--- src/rtl/bmhq_pkg.sv ---
// ----------------------------------------------------------------------------
// bmhq_pkg
// Shared types and constants for the binary min-heap priority queue.
// ----------------------------------------------------------------------------
package bmhq_pkg;

    localparam int DEF_HEAP_DEPTH = 1024;
    localparam int VALUE_W        = 31;
    localparam int STATUS_W       = 2;
    localparam int TDATA_W        = 32;

    typedef enum logic [0:0] {
        MODE_PUSH = 1'b0,
        MODE_POP  = 1'b1
    } mode_t;

    typedef enum logic [STATUS_W-1:0] {
        STATUS_OK    = 2'd0,
        STATUS_EMPTY = 2'd1,
        STATUS_FULL  = 2'd2
    } status_t;

    typedef struct packed {
        logic [VALUE_W-1:0] value;
        status_t            status;
    } result_t;

    typedef enum logic [2:0] {
        S_IDLE,
        S_UP_CMP,
        S_POP_LAST,
        S_POP_LASTD,
        S_DOWN_R,
        S_DOWN_CMP,
        S_PLACE,
        S_RESULT
    } state_t;

endpackage

--- src/rtl/bmhq_ctrl.sv ---
// ----------------------------------------------------------------------------
// bmhq_ctrl
// Sequencer for push (sift up) and pop (sift down) over the heap store.
// ----------------------------------------------------------------------------
module bmhq_ctrl
    import bmhq_pkg::*;
#(
    parameter int HEAP_DEPTH = DEF_HEAP_DEPTH,
    parameter int AW         = $clog2(HEAP_DEPTH),
    parameter int CW         = $clog2(HEAP_DEPTH + 1)
)
(
    input  logic               clk,
    input  logic               rst_n,
    input  logic               in_valid,
    output logic               in_ready,
    input  mode_t              in_mode,
    input  logic [VALUE_W-1:0] in_value,
    output logic               res_valid,
    input  logic               res_ready,
    output result_t            res,
    output logic               mem_we,
    output logic [AW-1:0]      mem_waddr,
    output logic [VALUE_W-1:0] mem_wdata,
    output logic               mem_re,
    output logic [AW-1:0]      mem_raddr,
    input  logic [VALUE_W-1:0] mem_rdata
);

    localparam int XW = CW + 1;

    state_t             state_reg, state_next;
    logic [CW-1:0]      count_reg, count_next;
    logic [AW-1:0]      pos_reg, pos_next;
    logic [VALUE_W-1:0] val_reg, val_next;
    logic [VALUE_W-1:0] child_reg, child_next;
    logic               has_right_reg, has_right_next;
    logic               is_pop_reg, is_pop_next;
    result_t            res_reg, res_next;

    logic               accept;
    logic [AW-1:0]      up_parent;
    logic [AW-1:0]      in_parent;
    logic [XW-1:0]      left_x;
    logic [XW-1:0]      right_x;
    logic [XW-1:0]      count_x;
    logic [VALUE_W-1:0] best_val;
    logic [AW-1:0]      best_pos;
    logic [XW-1:0]      nleft_x;

    assign accept    = in_valid && in_ready;
    assign count_x   = XW'(count_reg);
    assign up_parent = AW'((pos_reg - AW'(1)) >> 1);
    assign in_parent = AW'((count_reg - CW'(1)) >> 1);
    assign left_x    = XW'({pos_reg, 1'b1});
    assign right_x   = left_x + XW'(1);

    // smaller child; right only when strictly smaller than left
    always_comb
    begin
        best_val = child_reg;
        best_pos = left_x[AW-1:0];
        if (has_right_reg && (mem_rdata < child_reg))
        begin
            best_val = mem_rdata;
            best_pos = right_x[AW-1:0];
        end
    end

    assign nleft_x = XW'({best_pos, 1'b1});

    always_ff @(posedge clk or negedge rst_n)
    begin
        if (!rst_n)
        begin
            state_reg <= S_IDLE;
            count_reg <= '0;
        end
        else
        begin
            state_reg <= state_next;
            count_reg <= count_next;
        end
    end

    always_ff @(posedge clk)
    begin
        pos_reg       <= pos_next;
        val_reg       <= val_next;
        child_reg     <= child_next;
        has_right_reg <= has_right_next;
        is_pop_reg    <= is_pop_next;
        res_reg       <= res_next;
    end

    always_comb
    begin
        state_next     = state_reg;
        count_next     = count_reg;
        pos_next       = pos_reg;
        val_next       = val_reg;
        child_next     = child_reg;
        has_right_next = has_right_reg;
        is_pop_next    = is_pop_reg;
        res_next       = res_reg;
        in_ready       = 1'b0;
        res_valid      = 1'b0;
        mem_we         = 1'b0;
        mem_waddr      = pos_reg;
        mem_wdata      = val_reg;
        mem_re         = 1'b0;
        mem_raddr      = '0;

        unique case (state_reg)
            S_IDLE:
            begin
                in_ready = 1'b1;
                if (in_valid)
                begin
                    is_pop_next = (in_mode == MODE_POP);
                    if (in_mode == MODE_PUSH)
                    begin
                        if (count_reg == CW'(HEAP_DEPTH))
                        begin
                            res_next.value  = '0;
                            res_next.status = STATUS_FULL;
                            state_next      = S_RESULT;
                        end
                        else if (count_reg == '0)
                        begin
                            mem_we     = 1'b1;
                            mem_waddr  = '0;
                            mem_wdata  = in_value;
                            count_next = CW'(1);
                        end
                        else
                        begin
                            val_next   = in_value;
                            pos_next   = count_reg[AW-1:0];
                            count_next = count_reg + CW'(1);
                            mem_re     = 1'b1;
                            mem_raddr  = in_parent;
                            state_next = S_UP_CMP;
                        end
                    end
                    else if (count_reg == '0)
                    begin
                        res_next.value  = '0;
                        res_next.status = STATUS_EMPTY;
                        state_next      = S_RESULT;
                    end
                    else
                    begin
                        count_next = count_reg - CW'(1);
                        mem_re     = 1'b1;
                        mem_raddr  = '0;
                        state_next = S_POP_LAST;
                    end
                end
            end

            S_UP_CMP:
            begin
                if (val_reg < mem_rdata)
                begin
                    // parent moves down into the hole
                    mem_we    = 1'b1;
                    mem_waddr = pos_reg;
                    mem_wdata = mem_rdata;
                    pos_next  = up_parent;
                    if (up_parent == '0)
                    begin
                        state_next = S_PLACE;
                    end
                    else
                    begin
                        mem_re    = 1'b1;
                        mem_raddr = AW'((up_parent - AW'(1)) >> 1);
                    end
                end
                else
                begin
                    mem_we     = 1'b1;
                    state_next = S_IDLE;
                end
            end

            S_POP_LAST:
            begin
                res_next.value  = mem_rdata;
                res_next.status = STATUS_OK;
                mem_re          = 1'b1;
                mem_raddr       = count_reg[AW-1:0];
                state_next      = S_POP_LASTD;
            end

            S_POP_LASTD:
            begin
                val_next = mem_rdata;
                pos_next = '0;
                if (count_reg == '0)
                begin
                    state_next = S_RESULT;
                end
                else if (count_reg > CW'(1))
                begin
                    mem_re     = 1'b1;
                    mem_raddr  = AW'(1);
                    state_next = S_DOWN_R;
                end
                else
                begin
                    state_next = S_PLACE;
                end
            end

            S_DOWN_R:
            begin
                child_next     = mem_rdata;
                has_right_next = (right_x < count_x);
                if (right_x < count_x)
                begin
                    mem_re    = 1'b1;
                    mem_raddr = right_x[AW-1:0];
                end
                state_next = S_DOWN_CMP;
            end

            S_DOWN_CMP:
            begin
                mem_we = 1'b1;
                if (val_reg <= best_val)
                begin
                    state_next = S_RESULT;
                end
                else
                begin
                    mem_wdata = best_val;
                    pos_next  = best_pos;
                    if (nleft_x < count_x)
                    begin
                        mem_re     = 1'b1;
                        mem_raddr  = nleft_x[AW-1:0];
                        state_next = S_DOWN_R;
                    end
                    else
                    begin
                        state_next = S_PLACE;
                    end
                end
            end

            S_PLACE:
            begin
                mem_we     = 1'b1;
                state_next = is_pop_reg ? S_RESULT : S_IDLE;
            end

            S_RESULT:
            begin
                res_valid = 1'b1;
                if (res_ready)
                begin
                    state_next = S_IDLE;
                end
            end

            default:
            begin
                state_next = S_IDLE;
            end
        endcase
    end

    assign res = res_reg;

    a_count_range: assert property (@(posedge clk) disable iff (!rst_n)
        count_reg <= CW'(HEAP_DEPTH))
        else $error("heap count beyond depth");

    a_no_rw_collide: assert property (@(posedge clk) disable iff (!rst_n)
        (mem_we && mem_re) |-> (mem_waddr != mem_raddr))
        else $error("read and write hit the same entry");

    a_push_count: assert property (@(posedge clk) disable iff (!rst_n)
        (accept && in_mode == MODE_PUSH && count_reg != CW'(HEAP_DEPTH))
        |=> (count_reg == $past(count_reg) + CW'(1)))
        else $error("push did not grow the heap");

    a_pop_count: assert property (@(posedge clk) disable iff (!rst_n)
        (accept && in_mode == MODE_POP && count_reg != '0)
        |=> (count_reg == $past(count_reg) - CW'(1)))
        else $error("pop did not shrink the heap");

endmodule

--- config.mk ---
export PLATFORM = sky130hd
export DESIGN_NAME = bmhq_ctrl
export DESIGN_NICKNAME = d
export VERILOG_FILES = /design/src/rtl/bmhq_pkg.sv /design/src/rtl/bmhq_ctrl.sv
export SDC_FILE = /design/constraint.sdc
export NUM_CORES = 1
export LEC_CHECK = 0
export BUFFER_PORTS_ARGS = -buffer_cell sky130_fd_sc_hd__buf_2
export CELL_PAD_IN_SITES_DETAIL_PLACEMENT = 1
export CELL_PAD_IN_SITES_GLOBAL_PLACEMENT = 2
export CORE_MARGIN = 3
export CORE_UTILIZATION = 36
export DETAILED_ROUTE_END_ITERATION = 7
export MAX_ROUTING_LAYER = met4
export PLACE_DENSITY_LB_ADDON = 0.3
export SLEW_MARGIN = 20
export SYNTH_ARGS = -nofsm -noshare
export SYNTH_HDL_FRONTEND = slang
export SYNTH_SLANG_ARGS = --single-unit
--- constraint.sdc ---
create_clock -name clk -period 5.3 [get_ports clk]
set_clock_uncertainty 0.2 [all_clocks]
set_input_delay 0.53 -clock clk [delete_from_list [all_inputs] [get_ports clk]]
set_output_delay 0.53 -clock clk [all_outputs]
set_load 0.005 [all_outputs]
Yosys cells after proc, flatten, opt, wreduce, memory -nomap -nowiden
Index checks and enable logic that the tools add are counted.
{ "classes": {"add_sub_neg": 5, "multipliers": 0, "n_div": 0, "n_lt_le_gt_ge": 6, "eq_ne": 21, "shifts": 0, "mux": 80, "n_bitwise": 0, "reduce_logical": 14} }
{ "op_table": {"columns": ["op", "count"], "rows": [
  ["$mux W31", 11],
  ["$mux W10", 19],
  ["$mux W33", 4],
  ["$pmux W31 S3", 1],
  ["$pmux W33 S2", 1],
  ["$lt A31 B31 Y1", 2],
  ["$pmux W31 S2", 1],
  ["$pmux W10 S6", 1],
  ["$mux W11", 4],
  ["$pmux W10 S4", 1],
  ["$le A31 B31 Y1", 1],
  ["$mux W3", 9],
  ["$pmux W3 S8", 1],
  ["$mux W1", 19],
  ["$mux W9", 2],
  ["$ne A2 B2 Y1 const B", 9],
  ["$add A11 B1 Y12 const B", 1],
  ["$eq A3 B3 Y1 const B", 4],
  ["$lt A12 B11 Y1", 1],
  ["$reduce_and A4 Y1", 3],
  ["$add A11 B1 Y11 const B", 1],
  ["$eq A11 B11 Y1 const B", 1],
  ["$gt A11 B1 Y1 const B", 1],
  ["$logic_not A11 Y1", 1],
  ["other kinds (20)", 27]
]} }
{ "totals": {"reg_bits": 121, "latchBits": 0, "ram_bits": 0, "rom_bits": 0, "in_bits": 67, "output_inout_bits": 88, "wordCells": 135, "memories": 0} }

Logic depth before layout (Yosys ltp)
Gate-level depths: netlist (run 1).
{ "logic_depth": {"word_depth": 7, "depth_mapped": 20, "ltp_nobuf": 17} }

Worst setup path before layout (run 1)
OpenSTA, ideal clock, no wires.
{ "synth_path": {"path_kind": "input to output", "start": "input port mem_rdata[29]", "end": "output port mem_raddr[0]", "t_arrival_ns": 4.274, "setup_slack_ns": 0.296, "path_stages": 18, "path_cell_list": "ha_1 > nand4_1 > nor3_1 > a221oi_2 > nand2_1 > a21oi_1 > buf_2 > buf_2 > mux2i_1 > ha_1 > o211ai_1 > a21oi_1 > o41ai_1 > a311oi_2 > o21ai_1 > o21bai_1 > clkbuf_1 > o2111ai_1"} }
{ "synth_between": {"elab_chain_len": 7, "elab_cells_between_ends": 11} }
{ "synth_lines": {"columns": ["item", "line_no", "source"], "rows": [
  ["from (decl)", "bmhq_ctrl.sv:27", "input logic [VALUE_W-1:0] mem_rdata"],
  ["branches (longest 6 deep; another with $lt A31 B31 Y1)", null, null],
  ["$pmux W10 S6 (*)", "bmhq_ctrl.sv:114", "unique case (state_reg)"],
  ["to (decl)", "bmhq_ctrl.sv:26", "output logic [AW-1:0] mem_raddr,"]
]} }
Every way passes the cells marked *.

Worst setup path in the final report (run 1)
{ "layout_path": {"start": "register child_reg[19]", "end": "output port mem_wdata[1]"} }
{ "layout_between": {"elab_chain_len": 6} }
{ "layout_lines": {"columns": ["item", "line_no", "source"], "rows": [
  ["from (decl)", "bmhq_ctrl.sv:36", "logic [VALUE_W-1:0] child_reg, child_next;"],
  ["from (signal assigned)", "bmhq_ctrl.sv:90", "child_reg <= child_next;"],
  ["$lt A31 B31 Y1", "bmhq_ctrl.sv:63", "if (has_right_reg && (mem_rdata < child_reg))"],
  ["$logic_and A1 B1 Y1", "bmhq_ctrl.sv:63", null],
  ["$mux W31 (*)", "bmhq_ctrl.sv:63", null],
  ["$le A31 B31 Y1", "bmhq_ctrl.sv:232", "if (val_reg <= best_val)"],
  ["$mux W31 (*)", "bmhq_ctrl.sv:232", null],
  ["$pmux W31 S3 (*)", "bmhq_ctrl.sv:114", null],
  ["to (decl)", "bmhq_ctrl.sv:24", "output logic [VALUE_W-1:0] mem_wdata,"]
]} }
Mark *: on every way between the ends. The rest lies on a longest branch, timed or not.

==> metrics.md, run 1 <==
| Metric | Value |
|---|---|
| CTS clk-pin slew, worst paths | 0.06 ns |
| Residual DRC | 0 |
| Setup TNS | -20.06 ns |
| Failing checks | setup timing |
| Max Slew Vio Count | 0 |
| Final hold violation count | 0 |
| Vias per cell | a little over 6 |
| Core box area | 27250 µm² |
| Number of max-cap violations | 0 |
| Final number of setup-violating endpoints | 52 |
| CTS Buf Count | 17 |
| Worst path slowest cell | edfxtp_1 |
| Power, Total | 8.197 mW |
| Boundary Pins | 155 |
| Synthesized flop and latch total | around 120 |
| Max Root-Sink Buffers | 2 |
| Antenna violations before repair | 1 |
| Mapped Cells | 1103 |
| Via count | between 10000 and 15000 |
| Post-synth top area share | approximately a third |
| Comb pwr share | 63.4% |
| Outcome | finished with violations |
| Grt ovf | 0 |
| Setup WS post-layout | -0.5325 ns |
| Die area | 30140 µm² |
| WP data arrival | 5.10 ns |
| Utilization after layout | 52.01% |
| Internal power | 4.402 mW |
| Clock power frac | 15.8% |
| Pwr Density | 578.4 nW/µm² |
| IO Port Bufs | 154 |
| GRT Resource Usage Total | a little over a quarter |
| CTS H-tree depth | 4 |
| Psw | 3.795 mW |
| Min-delay worst type | in -> reg |
| CTS tree | done |
| Drt pass-1 iters | 6 |
| Async SR Flop Fraction | a little under an eighth |
| Fin crit period | 5.832 ns |
| Post-synthesis sequential area ratio | 35.24% |
| Synth warn | 0 |
| Vias in the first global route | 10930 |
| Reported leakage power | 5.986 nW |
| Die width | roughly 170 µm |
| RePlAce Congestion | roughly 0.89 |
| Commonest cells after routing, fill and taps aside | 154 x buf_2, 135 x buf_4, 120 x inv_1 |
| Placement Rows | 60 |
| Share of cells above drive strength 1 | between 30% and 40% |
| Main synth FF type | edfxtp_1 |
| Fmax | approximately 170 MHz |
| CP endpoint kind | primary output |
| Place WS | -0.6463 ns |
| R2R Setup Slk | -0.04 ns |
| Largest net degree at the start of global routing | 47 |
| CP max stage delay | 0.44 ns |
| Initial DRC count | 1196 |
| Fin cells | ~1800 |
| Worst-Margin Slew | 1.237 ns |
| P&R area growth vs syn | 40.15% |
| Sequential power share | about a fifth |
| Switch share | 46.29% |
| Worst vdd ir | about 0.4 mV |
| Post-synth EDFFs | approximately 110 |
| Syn Area/Cell | 9.168 µm² |
| Most common cell after layout, fill and taps aside | buf_2 |
| Antenna violation net count after detailed routing | 0 |
| Worst-Skew Late Latency | 0.44 ns |
| RSZ-0062 raised after global routing | true |
| Placed Cells | 1665 |
| Top post-synthesis cells by area | edfxtp_1 32%, ha_1 14%, inv_1 4.7% |
| Synth cell types | 79 |
| Drt total wl | 44520 µm |
| Stages on worst setup path | 22 |
| Worst Path Required | 4.57 ns |
| Die height | 173.6 µm |
| Hpwl dp | 28540 µm |
| Crit Path Class | reg -> out |
| CP Cell Sequence | inv_1 > ha_1 > nand4_1 > nor3_2 > a221oi_2 > nand2_2 > a21oi_4 > buf_6 > buf_12 > buf_8 > mux2i_4 > ha_1 > o211ai_1 > a21oi_1 > o41ai_2 > buf_4 > a311oi_4 > o21ai_4 > buf_4 > buf_12 > o221ai_4 > buf_2 |
| DR WL/cell | between 20 and 30 µm |
| CP Max Fanout | 23 |
| First-pass GRT wire length | around 63000 µm |
| Min-Delay Path Depth | 1 |
| Final period utilization | 110.0% |
| Starting Density | 37.11% |
| CP bufs+invs | 8 |
| Crit-path leading delay family | compound AO/OA/AOI/OAI gates |
| Leading area contributor after synthesis | edfxtp_1 |
| Clock Sinks | between 100 and 150 |
| Worst Reg-to-Reg Cells | 23 |
| Post-Syn Area | ~10000 µm² |
| Fin nets | 1557 |
| Max-Slew Margin vs Limit | 17.06% |
| Root Driver | clkbuf_16 |
| Nature of the critical path startpoint | register |
| Max reg flops | 33 |
| Syn Nets | 1286 |
[synthesized netlist by cell type, types with 8 or more instances]
cell / instances
inv_1: 126
and3_1: 11
nand2b_1: 8
o221ai_1: 43
nand2_1: 99
edfxtp_1: 107
clkbuf_1: 38
o21ai_1: 12
a222oi_1: 36
mux2i_1: 36
dfrtp_1: 14
a21oi_1: 77
xor2_1: 11
nand4_1: 22
nor3_1: 16
nor2_1: 45
buf_1: 8
xnor2_1: 24
buf_2: 10
nor2b_1: 10
o21ai_0: 64
nor4_1: 36
ha_1: 116
nand3_1: 21
[kinds of logic after synthesis]
logic type / synth area share [%]
AO/OA/AOI/OAI: 21.07
XOR/XNOR: 3.192
adder cells (fa/ha/maj): 14.35
buffers and inverters: 7.585
flip-flops: 35.24
multiplexers: 3.786
AND/OR/NAND/NOR: 14.77
[power groups by stage]
stage	combinational, mW	clock, mW	sequential [mW]
finish	5.20	1.29	1.71
global route	5.56	1.34	1.74
CTS	4.51	1.29	1.68
detailed placement	4.01	0	1.69
global placement	3.93	0	1.68
floorplan	2.42	0	1.56
[per-layer routing]
layer / vias to the layer above / track usage (%) / share of wire, %
li1: 4760 / - / -
met1: 5391 / 35.56 / 42
met2: 466 / 45.14 / 50
met3: 53 / 3.701 / 5.9
met4: 0 / 6.602 / 1.8
met5: - / - / 0
[metrics by stage]
| step | area, µm² | hold WS, ns |
|---|---|---|
| CTS | 13350 | 0.1391 |
| global placement | 11900 | 0.2707 |
| finish | 14170 | 0.1523 |
| floorplan | 10110 | 0.03441 |
| detailed placement | 11900 | 0.2733 |
| global route | 14170 | 0.1536 |
[area by class of cell]
type / instances / area, µm²
Antenna cell: 1 / 2.502
Clock buffer: 17 / 425.4
Clock inverter: 14 / 195.2
Fill cell: 3107 / 13080
Inverter: 130 / 488.0
Multi-Input combinational cell: 791 / 6862
Sequential cell: 121 / 3566
Tap cell: 372 / 465.4
Timing Repair Buffer: 313 / 2168
[timing repair]
item	4_1_cts	5_1_grt
buffers inserted	36	21
pin swaps	27	42
cloned	2	3
endpoints found under the setup margin	52	52
hold buffers	1	0
gates resized for setup	102	92
hold endpoints to repair	14	0
[worst paths after layout]
path,from,endpoint
min in group asynchronous,rst_n,count_reg[2]
worst max-delay path,child_reg[19],mem_wdata[1]
max in group asynchronous,rst_n,state_reg[0]
worst max register to register,child_reg[19],pos_reg[9]
worst min-delay path,mem_rdata[11],child_reg[11]
worst min register to register,count_reg[6],count_reg[6]
No activity file was read; power rests on OpenSTA's default activity.
==> run 2: changes to the inputs <==
Settings changed: BUFFER_PORTS_ARGS -buffer_cell sky130_fd_sc_hd__buf_2 to -buffer_cell sky130_fd_sc_hd__buf_4.
==> metrics.md, run 2 (synthesis gave the netlist of run 1 again) <==
| Metric | Value |
|---|---|
| Max reg flops | 33 (unchanged) |
| CP endpoint kind | primary output |
| IO Port Bufs | 154 (unchanged) |
| Grt ovf | 0 (unchanged) |
| Min-delay worst type | in -> reg |
| Fin nets | 1560 (+0.19%) |
| Placed Cells | 1677 (+0.72%) |
| CTS tree | done |
| CTS Buf Count | 17 (unchanged) |
| Hpwl dp | 28520 µm (about the same) |
| Nature of the critical path startpoint | register |
| Failing checks | setup timing |
| Die area | 30140 µm² (unchanged) |
| Vias in the first global route | 10920 (-0.027%) |
| Core box area | 27250 µm² (unchanged) |
| Fin cells | 1763 (+0.23%) |
| Worst-Margin Slew | 1.224 ns (-0.01374 ns) |
| P&R area growth vs syn | 43.42% |
| Commonest cells after routing, fill and taps aside | 285 x buf_4, 121 x inv_1, 107 x edfxtp_1 |
| Drt pass-1 iters | 6 (unchanged) |
| Residual DRC | 0 (unchanged) |
| Worst-Skew Late Latency | 0.43 ns (about the same) |
| Clock Sinks | 121 (unchanged) |
| Outcome | finished with violations |
| Largest net degree at the start of global routing | 49 (+4.3%) |
| Max-Slew Margin vs Limit | 18.12% (+1.1 points) |
| Reported leakage power | 6.124 nW (+2.3%) |
| Max Slew Vio Count | 0 (unchanged) |
| Via count | 10620 (-0.52%) |
| Drt total wl | 43440 µm (-2.4%) |
| R2r endpoint | pos_reg[6] |
| Final number of setup-violating endpoints | 42 (-19%) |
| Most common cell after layout, fill and taps aside | buf_4 |
| Share of cells above drive strength 1 | 34.82% (-1.0 points) |
| DR WL/cell | 24.64 µm (-2.6%) |
| Die width | 173.6 µm (unchanged) |
| Setup TNS | -18.62 ns (+1.439 ns) |
| Worst Hold Path EP | child_reg[8] |
| Root Driver | clkbuf_16 |
| Boundary Pins | 155 (unchanged) |
| Crit Path Class | reg -> out |
| R2R Setup Slk | 0.12 ns (+0.16 ns) |
| Antenna violations before repair | 1 (unchanged) |
| Number of max-cap violations | 0 (unchanged) |
| Setup WS post-layout | -0.4909 ns (+0.04161 ns) |
| Hold Slack | 0.1336 ns (-0.01869 ns) |
| Max Root-Sink Buffers | 2 (unchanged) |
| GRT Resource Usage Total | 27.51% (+0.23 points) |
| Fmax | 172.7 MHz (+0.72%) |
| Worst reg2reg path startpoint | child_reg[29] |
| CTS clk-pin slew, worst paths | 0.07 ns (about the same) |
| Min-Delay Startpoint | mem_rdata[8] |
| RSZ-0062 raised after global routing | true |
| Die height | 173.6 µm (unchanged) |
| Final period utilization | 109.3% (-0.79 points) |
| Min-Delay Path Depth | 1 (unchanged) |
| Vias per cell | 6.021 (-0.74%) |
| Worst Reg-to-Reg Cells | 22 (-4.3%) |
| Pwr Density | 570.0 nW/µm² (-1.4%) |
| Placement Rows | 60 (unchanged) |
| Utilization after layout | 53.22% (+1.2 points) |
| Antenna violation net count after detailed routing | 0 (unchanged) |
| Initial DRC count | 1277 (+6.8%) |
| First-pass GRT wire length | 63750 µm (+0.59%) |
| Worst Path Required | 4.57 ns (about the same) |
| Final hold violation count | 0 (unchanged) |
| Worst vdd ir | 0.4089 mV (+2.6%) |
| WP data arrival | 5.06 ns (-0.04 ns) |
| Starting Density | 37.11% (unchanged) |
| Power, Total | 8.267 mW (+0.86%) |
| CTS H-tree depth | 4 (unchanged) |
| RePlAce Congestion | 0.8622 (-3.5%) |
| Fin crit period | 5.791 ns (-0.04161 ns) |
| CP Max Fanout | 11 (-52%) |
[run 2: cell count changes in the layout (fill, tap and decap cells not counted), sizes merged]
cell,delta
inv,+5
bufinv,-3
clkinv,-3
buf,+2
clkbuf,+2
clkinvlp,+1
[run 2: final cells by class]
cell class                      instances  area [µm²]
Timing Repair Buffer                  316        2635
Inverter                              130       488.0
Clock inverter                         14       137.6
Tap cell                              372       465.4
Sequential cell                       121        3566
Multi-Input combinational cell        791        6779
Clock buffer                           18       429.2
Antenna cell                            1       2.502
Fill cell                            3086       12750
[run 2: what timing repair did]
item / 4_1_cts / 5_1_grt
setup endpoints to repair: 52 / 52
pin swaps: 36 / 23
buffers inserted: 33 / 16
resized for setup: 139 / 46
hold endpoints to repair: 14 / 0
hold buffers: 1 / 0
cloned: 4 / 2
[run 2: through the flow]
step | setup WS, ns | cell area, µm²
2_1_floorplan | 0.2957 | 10110
3_3_place_gp | -0.1800 | 12370
3_5_place_dp | -0.3233 | 12370
4_1_cts | -0.1774 | 14040
5_1_grt | -0.6417 | 14500
6_report | -0.4909 | 14500
[run 2: worst max path at each step]
stage	slack, ns	endpoint	depth (start not counted)	start
3_5_place_dp	-0.32	mem_wdata[20]	20	mem_rdata[24]
6_report	-0.49	mem_wdata[20]	22	child_reg[29]
5_1_grt	-0.64	mem_wdata[20]	22	child_reg[29]
4_1_cts	-0.18	mem_wdata[2]	23	child_reg[27]
3_3_place_gp	-0.18	mem_wdata[20]	20	mem_rdata[6]
2_1_floorplan	0.30	mem_raddr[0]	18	mem_rdata[29]
[run 2: worst max-delay path, cell delays in order, from the launching register on]
cell,delay [ns]
edfxtp_1,0.44
inv_2,0.09
ha_4,0.20
a21oi_1,0.19
nand2_1,0.12
a221oi_2,0.38
nand2_2,0.13
a21oi_4,0.27
buf_6,0.15
buf_12,0.16
mux2i_4,0.28
ha_4,0.23
nand4_1,0.20
buf_4,0.18
nor2_2,0.04
a221oi_2,0.29
a22oi_2,0.16
buf_4,0.17
o21ai_4,0.22
buf_4,0.18
clkbuf_16,0.20
o221ai_4,0.14
buf_6,0.17
[run 2: metal layers]
metal | share of wire [%] | track usage, % | vias up
li1 | - | - | 4767
met1 | 41 | 33.83 | 5350
met2 | 51 | 46.64 | 427
met3 | 5.6 | 4.336 | 71
met4 | 2.2 | 8.412 | 0
met5 | 0 | - | -
[run 2: where the power goes]
group	internal (mW)	switching (mW)	total [mW]
sequential	1.40	0.321	1.72
combinational	2.41	2.95	5.37
clock	0.658	0.519	1.18
total	4.47	3.79	8.27
